### src/rtl/tht_ram.sv
// ----------------------------------------------------------------------------
// tht_ram: generic single-port-write, single-port-read RAM
// One write port and one read port with a registered read and read enable.
// ----------------------------------------------------------------------------
`default_nettype none

module tht_ram #(
	parameter int WIDTH = 8,
	parameter int DEPTH = 16
) (
	input  wire logic                     clk,
	input  wire logic                     we,
	input  wire logic [$clog2(DEPTH)-1:0] waddr,
	input  wire logic [WIDTH-1:0]         wdata,
	input  wire logic                     re,
	input  wire logic [$clog2(DEPTH)-1:0] raddr,
	output logic      [WIDTH-1:0]         rdata
);

	logic [WIDTH-1:0] mem [DEPTH];

	always_ff @(posedge clk) begin
		if (we) begin
			mem[waddr] <= wdata;
		end
		if (re) begin
			rdata <= mem[raddr];
		end
	end

endmodule

`default_nettype wire

### config.mk
export PLATFORM = sky130hd
export DESIGN_NAME = tht_ram
export DESIGN_NICKNAME = d
export VERILOG_FILES = /design/src/rtl/tht_ram.sv
export SDC_FILE = /design/constraint.sdc
export NUM_CORES = 1
export LEC_CHECK = 0
export BUFFER_PORTS_ARGS = -buffer_cell sky130_fd_sc_hd__buf_4
export CAP_MARGIN = 20
export CORE_MARGIN = 4
export CORE_UTILIZATION = 60
export DETAILED_ROUTE_END_ITERATION = 8
export GPL_TIMING_DRIVEN = 0
export PLACE_DENSITY = 0.76
export SLEW_MARGIN = 30
export SYNTH_ARGS = -nofsm -noshare
export SYNTH_HDL_FRONTEND = slang
export SYNTH_SLANG_ARGS = --single-unit
### constraint.sdc
create_clock -name clk -period 3.2 [get_ports clk]
set_input_delay 0.64 -clock clk [delete_from_list [all_inputs] [get_ports clk]]
set_output_delay 0.64 -clock clk [all_outputs]
set_load 0.01 [all_outputs]
Yosys cells after proc, flatten, opt, wreduce, memory -nomap -nowiden
Memories as Yosys holds them, arrays and structs flattened. A register that Yosys moved wholly into a read port is not among the register bits.
Cells that the tools add are included.
Cells by class
  multiplexer cells: 2
Operators with widths (count)
  $mux 1: 2
Storage, ports and cells
  bits in registers: 0
  RAM bits: 128
  input bits: 19
  logic and storage cells: 3
  memories kept: 1
Memory list
  mem: depth 16, bits a word 8, read ports 1, clocked after memory_dff 1, wr ports 1, line 20  | logic [WIDTH-1:0] mem [DEPTH];

Logic depth before layout (Yosys ltp)
  depth after elaboration: 2
  mapped depth: 5
  gate-level depth less buffers: 3

Worst setup path before layout
No wires, ideal clock.
  path kind: input -> register
  from: input port waddr[2]
  to: memory mem[0][0] (enable)
  setup time: 383 ps
  arrival time: 1750 ps
  setup slack: 1067 ps
  cell stages on the path: 2
  path buffers: 0
  cells stage by stage: or3b_2 nor3_1
RTL lines
  start, declared: line 13  | input wire logic [$clog2(DEPTH)-1:0] waddr,
  end, declared: line 20
No word-level cell before the write port.

Worst setup path after layout
  from: input port waddr[2]
  to: memory mem[2][3] (enable)
No word-level cell before the write port.

==> key figures <==
Run status
  • Outcome: finished clean

STA
  • Fin Setup TNS: 0 ps
  • Skew final: roughly 6.2 ps
  • Fin crit share: 0.564
  • # setup viols final: 0
  • Hold slack: about 400 ps
  • Max Clock Freq: 0.554 GHz
  • Min cycle time layout: 1810 ps
  • Slew margin rel.: 0.452
  • Final Hold Fails: 0
  • RSZ-0062 raised after global routing: false
  • Final worst slack: 1390 ps
  • Fin. max-slew vios: 0
  • Slew @ Worst Pin: 819 ps

Placed design
  • Placed Area: about 5600 µm²
  • Placed insts: 359
  • RD Place Congestion: 0.708
  • DP Worst Slack: 872 ps
  • DP HPWL: between 6000 and 7000 µm
  • PortBufs: 25

GRT
  • Vias in the first global route: 2,499
  • Initial antenna violation count: 0
  • GRT Total Usage: 0.216
  • Overflow after GRT: 0
  • Largest net degree at the start of global routing: 17
  • First-pass GRT wire length: 14,900 µm

Yosys
  • Cell variety after synth: 18
  • Mapped Area: approximately 5200 µm²
  • Syn avg cell area: 22.8 µm²
  • Syn nets: 248
  • Yosys warns: 0
  • Post-synthesis cell count: 229
  • Yosys reg bits: between 100 and 150
  • Seq/Total Area, Yosys: 0.781

Setup path
  • Setup CP Type: primary input to flip-flop
  • CP arrival: 1950 ps
  • CP required: 3350 ps
  • CP Launch Type: primary input
  • Crit-path max FO: 8
  • Crit path capture type: flip-flop

Final layout
  • Post-route cell area: roughly 6200 µm²
  • Util after Layout: 0.745
  • Nets: slightly below 300
  • Share of layout cells above drive strength 1: 0.302
  • Final std cells w/o fill: 390
  • Leading cell type in the layout, fill and taps excluded: edfxtp_1
  • Layout area overhead: 18.8%
  • Fillers: 466
  • Ant. Diodes: 0
  • Most frequent cells in the layout: edfxtp_1 (136), buf_4 (26), mux4_2 (18)

Clock tree
  • H-Tree Depth: 4
  • CTS tree: built
  • Hold_buf cts: 0
  • Clock-pin slew on the worst setup and hold paths: 60 ps
  • Total CTS buffers: 17
  • CTS Sinks: 136
  • Root Buffer: clkbuf_8
  • Post-CTS Setup Bufs: 0
  • Clk buf depth: 2
  • Worst skew pair latency: 520 ps
  • Resized cells post-CTS: 0

Detailed routing
  • DRT Pass-1 Iters: 5
  • DRC: 0
  • Post-Route WL: 10,100 µm
  • Avg WL per Cell: 25.8 µm
  • Via count: 2,500
  • Vias per cell: 6.41
  • DRT iter0 DRCs: 224
  • ANT nets after route: 0

Power and ir drop
  • Clock power frac: 0.487
  • Seq pwr share: 0.465
  • Maximum VDD drop: 0.557 mV
  • Leak pwr: 2.09 nW
  • P_sw: 828 µW
  • P_int: ~3.5 mW
  • Switch share: 0.191
  • Final Total Pwr: 4.33 mW
  • PD cells: 698 nW/µm²
  • Combinational Power Share: 0.047

Die
  • DIE AREA: between 10,000 and 15,000 µm²
  • Core Footprint: 8340 µm²
  • I/O pin count: 27
  • Initial Util: 0.627
  • Core Rows: 33
  • Die Width: between 100 and 150 µm
  • Die height: 101 µm

Min path
  • Hold WC Path Type: primary input to flip-flop

Job
  • MaxCap Viol Count: 0
power by group through the flow:
stage	clock (mW)	combinational (mW)	sequential (mW)
2_1_floorplan	0	0.101	2.06
3_3_place_gp	0	0.194	2.05
3_5_place_dp	0	0.203	2.05
4_1_cts	2.13	0.206	2.02
5_1_grt	2.21	0.218	2.02
6_report	2.11	0.204	2.02
Yosys cell counts, drive strengths merged:
master | n | share of area
buf | 7 | 0.011
nand2b | 2 | 0.0024
nand3 | 1 | 0.00096
nor2b | 1 | 0.0012
edfxtp | 136 | 0.78
clkdlybuf4s25 | 3 | 0.0057
or3b | 1 | 0.0017
and2 | 1 | 0.0012
mux4 | 32 | 0.15
a22oi | 16 | 0.023
nor2 | 13 | 0.0093
nor3 | 4 | 0.0038
nand2 | 9 | 0.0065
nand3b | 2 | 0.0029
and2b | 1 | 0.0014
worst max-delay path, cell delays in order:
cell and delay (ps):
buf_4 130, or3b_2 530, nor2_1 650
cell families after synthesis:
family,after synthesis,share of synthesized area
AO/OA/AOI/OAI,16,0.0230
flip-flops,136,0.781
multiplexers,32,0.148
buffers and inverters,10,0.0165
AND/OR/NAND/NOR,35,0.0314
flip-flops by register name, indices dropped and copies added, names as in the netlist:
register	count
mem	128
rdata	8
metal layers:
metal / vias to the layer above / part of all wire / GRT usage
li1: 1074 / - / -
met1: 1274 / 0.42 / 0.296
met2: 122 / 0.48 / 0.332
met3: 30 / 0.083 / 0.0620
met4: 0 / 0.025 / 0.0879
met5: - / 0 / 0
cell type report:
type,count,area (µm²),share of cell area
Clock buffer,17,414,0.0667
Tap cell,105,131,0.0212
Multi-Input combinational cell,83,1080,0.173
Timing Repair Buffer,25,188,0.0302
Sequential cell,136,4080,0.658
Buffer,10,86.3,0.0139
Clock inverter,14,230,0.0371
final timing paths:
| kind | slack [ps] | cells past startpoint | end | startpoint |
|---|---|---|---|---|
| setup / recovery | 1390 | 3 | mem[2][3]$_DFFE_PP_ | waddr[2] |
| setup reg to reg | 1590 | 3 | rdata[2]$_DFFE_PP_ | mem[6][2]$_DFFE_PP_ |
| hold reg to reg | 770 | 3 | rdata[5]$_DFFE_PP_ | mem[11][5]$_DFFE_PP_ |
| hold / removal | 400 | 1 | rdata[1]$_DFFE_PP_ | re |
(Power assumes the default switching activity.)
